[config.mk]
export PLATFORM = sky130hd
export DESIGN_NAME = htwd_ram
export DESIGN_NICKNAME = d
export VERILOG_FILES = /design/src/design/htwd_ram.sv
export SDC_FILE = /design/constraint.sdc
export NUM_CORES = 2
export LEC_CHECK = 0
export BUFFER_PORTS_ARGS = -buffer_cell sky130_fd_sc_hd__buf_2
export CORE_MARGIN = 8
export CORE_UTILIZATION = 30
export DETAILED_ROUTE_END_ITERATION = 7
export HOLD_SLACK_MARGIN = 0.08
export PLACE_DENSITY_LB_ADDON = 0.2
export SLEW_MARGIN = 5
export SYNTH_ARGS = -nofsm -noshare
export SYNTH_HDL_FRONTEND = slang
export SYNTH_MEMORY_MAX_BITS = 65536
export SYNTH_SLANG_ARGS = --single-unit
[constraint.sdc]
create_clock -name clk -period 2.65 [get_ports clk]
set_clock_uncertainty 0.1 [all_clocks]
set_input_delay 0 -clock clk [delete_from_list [all_inputs] [get_ports clk]]
set_output_delay 0 -clock clk [all_outputs]
set_load 0.02 [all_outputs]
[src/design/htwd_ram.sv]
// Generic simple dual-port RAM, one write port, one registered read port.
module htwd_ram #(
  parameter int WIDTH = 9,
  parameter int DEPTH = 510
) (
  input  logic                                       clk,
  input  logic                                       we,
  input  logic [((DEPTH > 1) ? $clog2(DEPTH) : 1)-1:0] waddr,
  input  logic [WIDTH-1:0]                           wdata,
  input  logic [((DEPTH > 1) ? $clog2(DEPTH) : 1)-1:0] raddr,
  output logic [WIDTH-1:0]                           rdata
);

  logic [WIDTH-1:0] mem [DEPTH];

  always_ff @(posedge clk) begin
    if (we) begin
      mem[waddr] <= wdata;
    end
    rdata <= mem[raddr];
  end

endmodule

==> flow_metrics.py <==
metrics = {
    "yosys": {
        "syn_nets": 8144,
        "synthesis.area_um2": 178500,
        "syn_inst": 8115,
        "avgSynthCellArea_um2": 22.00,
        "ys_types": 68,
        "ys.flop_type": "edfxtp_1",
        "seq_area_frac_synth_pct": 77.31,
        "synth_seq_cells": 4599,
        "synth_edf_count": 4590,
        "ys_async_sr_fraction_pct": 0,
        "yosys_warnings": 0,
    },
    "timing": {
        "timing.final.crit_share_pct": 108.9,
        "finalSetupTns_ns": -0.8709,
        "finalCriticalPeriod_ns": 2.885,
        "setup_violations": 21,
        "final_hold_viol_count": 0,
        "maxSlewViolCount": 0,
        "hold_ws_ns": 0.1471,
        "max_slew_margin_pct": 12.29,
        "rsz0062_at_grt": "yes",
        "tightest_slew_ns": 1.311,
        "clock.fmax_ghz": 0.3466,
        "layout_setup_ws_ns": -0.2354,
    },
    "route": {
        "wirelength_um": 572100,
        "wl_per_cell_um": 32.12,
        "first_iter_violations": 9856,
        "avgViaCountPerCell": 5.131,
        "drtPass1Iterations": 6,
        "drc": 0,
        "vias": 91381,
        "drtAntennaViolNets": 0,
    },
    "power": {
        "ir_drop_uv": 606.0,
        "p_per_area_nw_per_um2": 724.4,
        "leakagePower_nw": 68.86,
    },
    "cts": {
        "worstSkewPairLatency_ns": 1.06,
        "cts-root-buf": "clkbuf_16",
        "tritoncts": "yes",
        "clkTransAtPathRegs_ns": 0.06,
        "cts_max_level": 5,
        "clock_path_buffers": 4,
        "post_cts_buffers": 0,
        "clock_sinks": 4599,
        "cts-buffers-inserted": 479,
    },
    "critical_path": {
        "crit_required_ns": 3.52,
        "arrival_ns": 3.75,
        "critPathLaunchType": "register",
        "slowest_stage": "nor4_4",
        "end_kind": "register",
        "worstSetupPathType": "reg2reg",
        "cpLargestDelayFamily": "multiplexers",
        "critPathMostFrequentCell": "mux4_2",
        "cp_num_buf_inv": 1,
        "path_cells": "mux4_2, mux2i_2, mux4_2, a32oi_4, buf_6, o311ai_4, nor4_4, nor4b_4",
        "r2r_cells": 8,
        "cp_num_cells": 8,
        "cp_max_fo": 2,
        "cp_slowest_stage_delay_ns": 0.55,
    },
    "floorplan": {
        "io_pins": 38,
        "die_y_um": 787.4,
        "core_area_um2": 593500,
        "start_util_pct": 30.08,
        "rows": 283,
        "die_w_um": 787.4,
        "dieArea_um2": 620000,
    },
    "min_path": {
        "holdPathStages": 3,
        "hp-class": "in2reg",
    },
    "grt": {
        "grt_pass1_vias": 94018,
        "grt_first_pass_wirelength_um": 788600,
        "grt_max_degree": 104,
        "use_met1_pct": 24.57,
        "grt_usage_pct": 17.90,
        "antenna_found_initial": 41,
        "top_usage_layer": "met2",
        "grt_use_met2_pct": 30.11,
        "met3_usage_pct": 2.241,
        "grt.overflow.total": 0,
    },
    "place": {
        "hpwl_um": 376600,
        "place.port_buffers": 37,
        "place_congestion": 0.8170,
        "dp_worst_setup_slack_ns": -1.551,
        "dp_cells": 16862,
    },
    "layout": {
        "layout-area-overhead-vs-synth_pct": 20.51,
        "nNetsFinal": 9580,
        "postLayoutCoreUtil_pct": 36.25,
        "multi_input_area_um2": 38140,
        "final_cell_mix": "4,590 x edfxtp_1, 1,163 x buf_4, 1,138 x mux4_2, 554 x nor2_1, 483 x clkbuf_16",
        "layout_commonest_cell": "edfxtp_1",
        "drive_gt1_share_pct": 33.74,
        "seq_area_um2": 138000,
        "n_fill_cell": 54461,
        "layoutNonFillerInstCount": 17808,
    },
    "job": {
        "maxCapViolCount": 0,
    },
    "run_status": {
        "violations": "negative setup slack",
        "outcome": "finished with violations",
    },
}
-- synthesized netlist by cell type, types with 10 or more instances --
| cell | instances | area (um^2) |
|---|---|---|
| nand4_1 | 13 | 81.33 |
| nor4_1 | 10 | 62.56 |
| and3_1 | 10 | 62.56 |
| o21ai_0 | 37 | 185.2 |
| nor3_1 | 30 | 150.1 |
| a211oi_1 | 29 | 217.7 |
| and2_1 | 23 | 143.9 |
| clkbuf_1 | 201 | 754.5 |
| a31oi_1 | 24 | 150.1 |
| o31ai_1 | 14 | 105.1 |
| a22oi_1 | 56 | 420.4 |
| buf_2 | 106 | 530.5 |
| o22ai_1 | 98 | 613.1 |
| mux2i_1 | 371 | 3714 |
| nor2_1 | 570 | 2140 |
| nand2_1 | 168 | 630.6 |
| buf_1 | 47 | 176.4 |
| buf_4 | 51 | 382.9 |
| a21oi_1 | 88 | 440.4 |
| nand3_1 | 42 | 210.2 |
| a221oi_1 | 18 | 157.7 |
| o221ai_1 | 98 | 858.3 |
| buf_8 | 16 | 240.2 |
| buf_6 | 75 | 844.6 |
| mux2_2 | 26 | 292.8 |
| nor2b_1 | 20 | 125.1 |
| edfxtp_1 | 4590 | 137800 |
| mux4_2 | 1138 | 25630 |
-- metrics by stage --
step	instance area, um^2	power (mW)
5_1_grt	215100	160.1
4_1_cts	215000	157.4
2_1_floorplan	178500	85.70
3_3_place_gp	198800	91.16
3_5_place_dp	198800	91.27
6_report	215100	155.8
-- layout make-up --
type / instances / area share, %
repair buffers: 1457 / 6.411
multi-input cells: 3006 / 17.73
flip-flops and latches: 4599 / 64.16
well taps: 7837 / 4.558
clock buffers: 586 / 5.808
inverters: 8 / 0.02327
diodes: 14 / 0.01629
clock inverters: 301 / 1.297
-- logic make-up after synthesis --
kind of cell / count (synthesis) / share of synthesized area (%)
AOI/OAI and AO/OA: 551 / 2.205
buffers and inverters: 510 / 1.725
DFF: 4599 / 77.31
muxes: 1535 / 16.60
and+or+nand+nor: 920 / 2.157
-- flip-flops by register name, indices dropped and copies added, names as in the netlist --
register	cells
mem	4590
rdata	9
-- routing by layer --
layer	routed length, um	vias to the layer above
li1	-	37198
met5	38	-
met3	32020	693
met4	16660	6
met2	279600	3125
met1	243800	50359
-- repair_timing --
item | CTS | global route
hold endpoints to repair | 8416 | 0
resized for setup | 81 | 20
pin swaps | 32 | 12
endpoints found under the setup margin | 9 | 177
hold buffers | 51 | 0
-- where the power goes --
part | switching [mW] | internal (mW) | total (mW)
Combinational | 6.00 | 3.60 | 9.61
Clock | 28.8 | 37.2 | 66.0
Sequential | 0.139 | 80.1 | 80.2
Total | 35.0 | 121 | 156
-- final timing paths --
path | endpoint | slack [ns] | start
worst max-delay path | rdata[6] | -0.24 | mem[47][6]
worst min-delay path | mem[40][2] | 0.15 | wdata[2]
worst max register to register | rdata[6] | -0.24 | mem[47][6]
worst min register to register | rdata[5] | 1.19 | mem[298][5]
-- worst min-delay path, cell delays in order --
cell and delay (ns):
dlygate4sd3_1 0.56, buf_8 0.23, buf_4 0.24
Power figures use the tool's default switching activity.
