--- src/design/htwd_pkg.sv ---
// Shared types and constants for the Huffman tree-walk decoder.
package htwd_pkg;

  localparam logic OP_LOAD   = 1'b0;
  localparam logic OP_DECODE = 1'b1;

  localparam int ENTRY_W  = 9;
  localparam int LEAF_BIT = 8;
  localparam logic [3:0] BYTE_BITS = 4'd8;

  typedef struct packed {
    logic       operation;
    logic [7:0] node_index;
    logic       branch;
    logic       child_is_leaf;
    logic [7:0] child_value;
    logic [7:0] data_byte;
    logic [3:0] bit_count;
  } in_t;

  typedef struct packed {
    logic [7:0] symbol;
    logic       last;
  } out_t;

  // Tree table read request from the walker: node and branch of the next step.
  typedef struct packed {
    logic [7:0] node;
    logic       side;
  } read_req_t;

  typedef enum logic [1:0] {
    ST_IDLE,
    ST_WALK,
    ST_FLUSH
  } state_t;

endpackage

--- src/design/htwd_walker.sv ---
// Bit sequencer: one tree step per cycle, symbol hold-back for the last flag.
module htwd_walker (
  input  logic                      clk,
  input  logic                      rst,
  input  logic                      start_decode,
  input  logic [7:0]                data_byte,
  input  logic [3:0]                bit_count,
  input  logic [htwd_pkg::ENTRY_W-1:0] entry,
  output htwd_pkg::read_req_t       rd,
  output logic                      busy,
  output htwd_pkg::out_t            result,
  output logic                      result_valid
);

  htwd_pkg::state_t state, state_next;
  logic [7:0] node, node_next;
  logic [7:0] bits, bits_next;
  logic [3:0] remaining, remaining_next;
  logic       pend_valid, pend_valid_next;
  logic [7:0] pend_sym, pend_sym_next;
  htwd_pkg::out_t result_next;
  logic       result_valid_next;

  logic       is_leaf;
  logic [7:0] step_node;
  logic [3:0] count;

  assign is_leaf   = entry[htwd_pkg::LEAF_BIT];
  assign step_node = is_leaf ? 8'd0 : entry[7:0];
  assign count     = (bit_count == 4'd0 || bit_count > htwd_pkg::BYTE_BITS) ?
                     htwd_pkg::BYTE_BITS : bit_count;
  assign busy      = (state != htwd_pkg::ST_IDLE);

  always_comb begin
    state_next        = state;
    node_next         = node;
    bits_next         = bits;
    remaining_next    = remaining;
    pend_valid_next   = pend_valid;
    pend_sym_next     = pend_sym;
    result_next       = result;
    result_valid_next = 1'b0;
    rd.node           = node;
    rd.side           = data_byte[7];
    case (state)
      htwd_pkg::ST_IDLE: begin
        if (start_decode) begin
          bits_next      = {data_byte[6:0], 1'b0};
          remaining_next = count;
          state_next     = htwd_pkg::ST_WALK;
        end
      end
      htwd_pkg::ST_WALK: begin
        // next address comes straight from this cycle's table data
        rd.node        = step_node;
        rd.side        = bits[7];
        node_next      = step_node;
        bits_next      = {bits[6:0], 1'b0};
        remaining_next = remaining - 4'd1;
        if (is_leaf) begin
          if (pend_valid) begin
            result_next.symbol = pend_sym;
            result_next.last   = 1'b0;
            result_valid_next  = 1'b1;
          end
          pend_valid_next = 1'b1;
          pend_sym_next   = entry[7:0];
        end
        if (remaining == 4'd1) begin
          state_next = htwd_pkg::ST_FLUSH;
        end
      end
      htwd_pkg::ST_FLUSH: begin
        if (pend_valid) begin
          result_next.symbol = pend_sym;
          result_next.last   = 1'b1;
          result_valid_next  = 1'b1;
        end
        pend_valid_next = 1'b0;
        state_next      = htwd_pkg::ST_IDLE;
      end
      default: begin
        state_next = htwd_pkg::ST_IDLE;
      end
    endcase
  end

  always_ff @(posedge clk) begin
    if (rst) begin
      state        <= htwd_pkg::ST_IDLE;
      node         <= 8'd0;
      pend_valid   <= 1'b0;
      result_valid <= 1'b0;
    end else begin
      state        <= state_next;
      node         <= node_next;
      pend_valid   <= pend_valid_next;
      result_valid <= result_valid_next;
    end
    bits      <= bits_next;
    remaining <= remaining_next;
    pend_sym  <= pend_sym_next;
    result    <= result_next;
  end

endmodule

--- config.mk ---
export PLATFORM = sky130hd
export DESIGN_NAME = htwd_walker
export DESIGN_NICKNAME = d
export VERILOG_FILES = /design/src/design/htwd_pkg.sv /design/src/design/htwd_walker.sv
export SDC_FILE = /design/constraint.sdc
export NUM_CORES = 1
export LEC_CHECK = 0
export ABC_AREA = 1
export BUFFER_PORTS_ARGS = -buffer_cell sky130_fd_sc_hd__clkbuf_2
export CAP_MARGIN = 20
export CORE_MARGIN = 2
export CORE_UTILIZATION = 31
export DETAILED_ROUTE_END_ITERATION = 16
export SYNTH_ARGS = -nofsm -noshare
export SYNTH_HDL_FRONTEND = slang
export SYNTH_SLANG_ARGS = --single-unit
--- constraint.sdc ---
create_clock -name clk -period 3 [get_ports clk]
set_input_delay 0.6 -clock clk [delete_from_list [all_inputs] [get_ports clk]]
set_output_delay 0.6 -clock clk [all_outputs]
set_load 0.01 [all_outputs]
==> results of run 1 <==
stage by stage:
stage	area, sq um	total power [mW]	setup slack [ns]	hold WS (ns)
floorplan	1634	1.220	1.201	0.4003
global placement	1938	1.381	1.078	0.4012
detailed placement	1938	1.392	1.007	0.4045
CTS	2054	1.826	0.7321	0.4234
global route	2054	1.929	0.6357	0.4323
finish	2054	1.805	0.7175	0.4231
synthesized netlist by cell type:
library cell	instances	area [sq um]
o21ai_0	2	10.01
or2_2	1	6.260
edfxtp_1	28	840.8
inv_1	40	150.1
nand2_2	1	6.260
o22ai_1	11	68.82
clkbuf_1	1	3.750
nand3_1	2	10.01
dfxtp_1	12	240.2
a21oi_1	8	40.04
nand2_1	31	116.4
xnor2_1	1	8.760
buf_2	2	10.01
buf_4	1	7.510
ha_1	5	62.56
nor2_1	14	52.55
layer usage:
layer,share of wire,vias to the layer above
li1,-,599
met1,0.44,505
met2,0.50,32
met3,0.043,5
met4,0.019,0
met5,0,-
kinds of logic after synthesis:
group / after synthesis / share of synthesized area
xor gates and xnor gates: 1 / 0.005361
buffers and inverters: 44 / 0.1049
adders and majority gates: 5 / 0.03828
AOI/OAI and AO/OA: 21 / 0.07274
DFF: 40 / 0.6616
and+or+nand+nor: 49 / 0.1172
registers in the layout, indices dropped and copies added, names as in the netlist:
register	count
result	9
node	8
pend_sym	8
bits	7
remaining	4
state	2
pend_valid	1
result_valid	1
path summary, 6_finish.rpt:
check / from / end / slack [ns] / cells after the start
max: state[1] / rd[8] / 0.72 / 5
min: pend_sym[0] / result[1] / 0.42 / 0
max reg2reg: state[1] / remaining[2] / 1.03 / 5
min reg2reg: pend_sym[0] / result[1] / 0.42 / 0
area by class of cell:
| type | instances | share of cell area |
|---|---|---|
| Clock buffer | 5 | 0.03350 |
| Clock inverter | 3 | 0.02314 |
| Inverter | 40 | 0.07308 |
| Multi-Input combinational cell | 76 | 0.1857 |
| Sequential cell | 40 | 0.5262 |
| Tap cell | 70 | 0.04263 |
| Timing Repair Buffer | 46 | 0.1157 |
power groups by stage:
stage,registers [mW],logic [mW],clock network [mW]
detailed placement,0.844,0.548,0
global route,0.849,0.614,0.466
global placement,0.841,0.540,0
floorplan,0.838,0.382,0
finish,0.831,0.542,0.432
CTS,0.832,0.549,0.445
worst max-delay path, delay by kind of cell, from the launching register on:
family | cells | cell delay [ns]
adders and majority gates | 1 | 0.34
DFF | 1 | 0.32
buffers and inverters | 2 | 0.28
AOI/OAI and AO/OA | 1 | 0.26
and+or+nand+nor | 1 | 0.21
==> results_dict.tcl, run 1 <==
set metrics [dict create \
    p_leak_nw 0.9353 \
    finalHoldViolCount 0 \
    grt_use_met3 0.02844 \
    status "finished clean" \
    seqPwrFrac 0.461 \
    critPathLaunchType "register" \
    vias_per_cell 4.075 \
    crit_fanout 10 \
    grt_pass1_wl_um 4581 \
    cts_buffers 5 \
    postRouteAntennaNets 0 \
    vdd_drop_max_uv 395.5 \
    ctsHoldBuffers 0 \
    slowest_delay_ns 0.34 \
    post_cts.repair.setup_buffers 0 \
    utilization 0.4023 \
    grt_start_max_net_pins 16 \
    firstDrtPassIters 4 \
    routabilityCongestion 0.8085 \
    syn_area_per_cell_sq_um 10.21 \
    diodes 0 \
    clk_pin_slew_ns 0.08 \
    route.detailed.drc 0 \
    first_global_vias 1069 \
    end_kind "output pin" \
    clockRootBuffer "clkbuf_8" \
    placementRows 26 \
    antenna_found_initial 0 \
    wl_per_cell_um 9.871 \
    hpwl_um 2158 \
    syn-num-nets 189 \
    internal_power_mw 1.223 \
    track_usage 0.09947 \
    yosysUniqueCellTypes 16 \
    synth_seq_cells 40 \
    max_freq_ghz 0.4381 \
    vias 1141 \
    slew_headroom 0.6987 \
    period_needed_ns 2.283 \
    port_buffers 43 \
    multiInputGateArea_sq_um 381.6 \
    setup_violations 0 \
    overflow 0 \
    detail_route.wirelength_um 2764 \
    netlist_area_sq_mm 0.001634 \
    die_w_um 76.60 \
    worstSetupPathType "reg2out" \
    fin_tns_setup_ns 0 \
    grt.busiest_layer "met2" \
    cts_max_path_buffers 2 \
    fillCellCount 523 \
    tightest_slew_ns 0.4519 \
    layout_commonest_cell "clkbuf_2" \
    drv_slew 0 \
    p_clk_frac 0.239 \
    worst_ep_required_time_ns 2.40 \
    tritoncts "yes" \
    p_sw_frac 0.3222 \
    cp.arrival_ns 1.68 \
    area_growth_pct 25.73 \
    coreArea_sq_mm 0.005107 \
    drv_cap 0 \
    p_comb_frac 0.300 \
    gr-usage-met2 0.1699 \
    layout.nets 238 \
    cts_resized 0 \
    h-tree-depth 2 \
    first_iter_violations 31 \
    dieArea_sq_mm 0.005868 \
    die_h_um 76.60 \
    hold_class "reg2reg" \
    power_switching_mw 0.5815 \
    fin_cells 280 \
    seq_area_frac_synth 0.6616 \
    dpl.cell_count 272 \
    synthCells 160 \
    gr-usage-met1 0.1139 \
    num_io_pins 44 \
    path_cells "inv_1 > ha_1 > nand2_2 > o22ai_1 > clkbuf_2" \
    worstSkewPairLatency_ns 0.29 \
    finalCritPeriodShare 0.7608 \
    cp_slowest_cell "ha_1" \
    ys.warnings.count 0 \
    final_cell_mix "clkbuf_2, inv_1, nand2_1, edfxtp_1, nor2_1" \
    grt_setup_unrepaired "no" \
    clock_sinks 40 \
    initial_core_util 0.3199 \
    drive_gt1_frac 0.2667 \
    final-seq-area_sq_mm 0.001081 \
    skew_ns 0.007618 \
    power.density_mw_per_mm2 878.5 \
]
Note: power is estimated with default switching activity, not from simulation.
==> run 2, diff against run 1 <==
- clock period: 3 -> 2.35 ns (I/O delays scaled with it)
==> results_dict.tcl, run 2 (synthesized netlist as in run 1, its figures left out) <==
set metrics [dict create \
    placementRows 26 \
    layout.nets 239 \
    cp_num_buf_inv 2 \
    routabilityCongestion 0.8049 \
    port_buffers 43 \
    p_leak_nw 0.9352 \
    worstSetupPathType "reg2out" \
    critPathLaunchType "register" \
    vdd_drop_max_uv 384.4 \
    worstReg2RegEnd "bits[1]" \
    power.total_mw 2.348 \
    path_cells "inv_1 > ha_2 > nand2_2 > o22ai_1 > clkbuf_2" \
    initial_core_util 0.3199 \
    coreArea_sq_mm 0.005107 \
    grt_setup_unrepaired "no" \
    firstDrtPassIters 4 \
    power.density_mw_per_mm2 1138 \
    num_io_pins 44 \
    dpl_cell_area_sq_mm 0.001946 \
    drive_gt1_frac 0.2749 \
    hold_end "pend_sym[5]" \
    cp_slowest_cell "ha_2" \
    route.detailed.drc 0 \
    finalCritPeriodShare 0.8860 \
    dpl.cell_count 273 \
    vias 1155 \
    clockRootBuffer "clkbuf_8" \
    fillCellCount 512 \
    slew_headroom 0.7602 \
    grt_start_max_net_pins 15 \
    utilization 0.4040 \
    hpwl_um 2288 \
    largest_register_ffs 9 \
    rrSetupSlack_ns 0.65 \
    drv_slew 0 \
    critPathTopFamily "adder cells" \
    worst_slack_ns 0.2678 \
    first_global_vias 1179 \
    postRouteAntennaNets 0 \
    slowest_delay_ns 0.34 \
    h-tree-depth 2 \
    tritoncts "yes" \
    wl_per_cell_um 10.44 \
    vias_per_cell 4.110 \
    die_h_um 76.60 \
    clock_sinks 40 \
    cts_max_path_buffers 2 \
    status "finished clean" \
    design_area_sq_mm 0.002063 \
    hold_depth 1 \
    skew_ns 0.009822 \
    die_w_um 76.60 \
    detail_route.wirelength_um 2934 \
    antenna_found_initial 0 \
    overflow 0 \
    first_iter_violations 42 \
    worst_ep_required_time_ns 1.88 \
    drv_cap 0 \
    reg2reg_depth 5 \
    max_freq_ghz 0.4803 \
    grt_pass1_wl_um 5099 \
    cp.arrival_ns 1.61 \
    regMostFlops "result" \
    diodes 0 \
    track_usage 0.1091 \
    hp-start "entry[5]" \
    worstSkewPairLatency_ns 0.29 \
    dieArea_sq_mm 0.005868 \
    area_growth_pct 26.26 \
    dp_slack_ns 0.4132 \
    clk_pin_slew_ns 0.08 \
    layout_commonest_cell "clkbuf_2" \
    post_cts.repair.setup_buffers 0 \
    holdWs_ns 0.3742 \
    ctsHoldBuffers 0 \
    finalHoldViolCount 0 \
    fin_cells 281 \
    period_needed_ns 2.082 \
    cts_resized 0 \
    setup_violations 0 \
    final_cell_mix "clkbuf_2, inv_1, nand2_1, edfxtp_1, nor2_1" \
    cts_buffers 5 \
    end_kind "output pin" \
    hold_class "in2reg" \
    reg.largest.list "result x9, node x8, pend_sym x8" \
    crit_fanout 13 \
    reg2reg_from "state[1]" \
    fin_tns_setup_ns 0 \
    tightest_slew_ns 0.3593 \
]
-- run 2: changes by cell type in the layout (fill, tap and decap cells not counted), sizes merged --
cell	before	now
buf	3	4
clkinv	2	0
clkinvlp	0	1
inv	40	41
-- run 2: routing by layer --
layer  part of all wire  wire length, um  track usage
met1               0.45             1320       0.1282
met2               0.49             1443       0.1805
met3              0.035              103      0.03081
met4              0.023               68      0.05818
met5                  0                0            0
-- run 2: how the worst max path moves through the flow --
stage | slack [ns] | cells after the start | to | startpoint
after floorplan | 0.55 | 5 | bits[1] | state[1]
after CTS | 0.09 | 5 | rd[3] | state[1]
after global routing | 0.13 | 5 | rd[7] | state[1]
after detailed placement | 0.41 | 5 | rd[3] | state[1]
after global placement | 0.49 | 5 | rd[3] | state[1]
final | 0.27 | 5 | rd[3] | state[1]
-- run 2: layout make-up --
class                      count  area (sq um)  area share
clock buffer                   5         68.82     0.03335
clock inverter                 3         46.29     0.02244
inverter                      40         150.1     0.07277
multi-input combinational     76         384.1      0.1862
sequential                    40          1081      0.5240
tap                           70         87.58     0.04245
timing repair buffer          47         245.2      0.1189
-- run 2: where the power goes --
group	internal (mW)	switching, mW	total (mW)
Combinational	0.264	0.455	0.719
Clock	0.320	0.247	0.566
Sequential	0.997	0.0651	1.06
Total	1.58	0.767	2.35
-- run 2: worst register-to-register path: cells and delay by family, from the launching register on --
family                   cells  cell delay (ns)
AO/OA/AOI/OAI                1             0.24
buffers and inverters        3             0.53
adder cells (fa/ha/maj)      1             0.34
flip-flops                   1             0.31
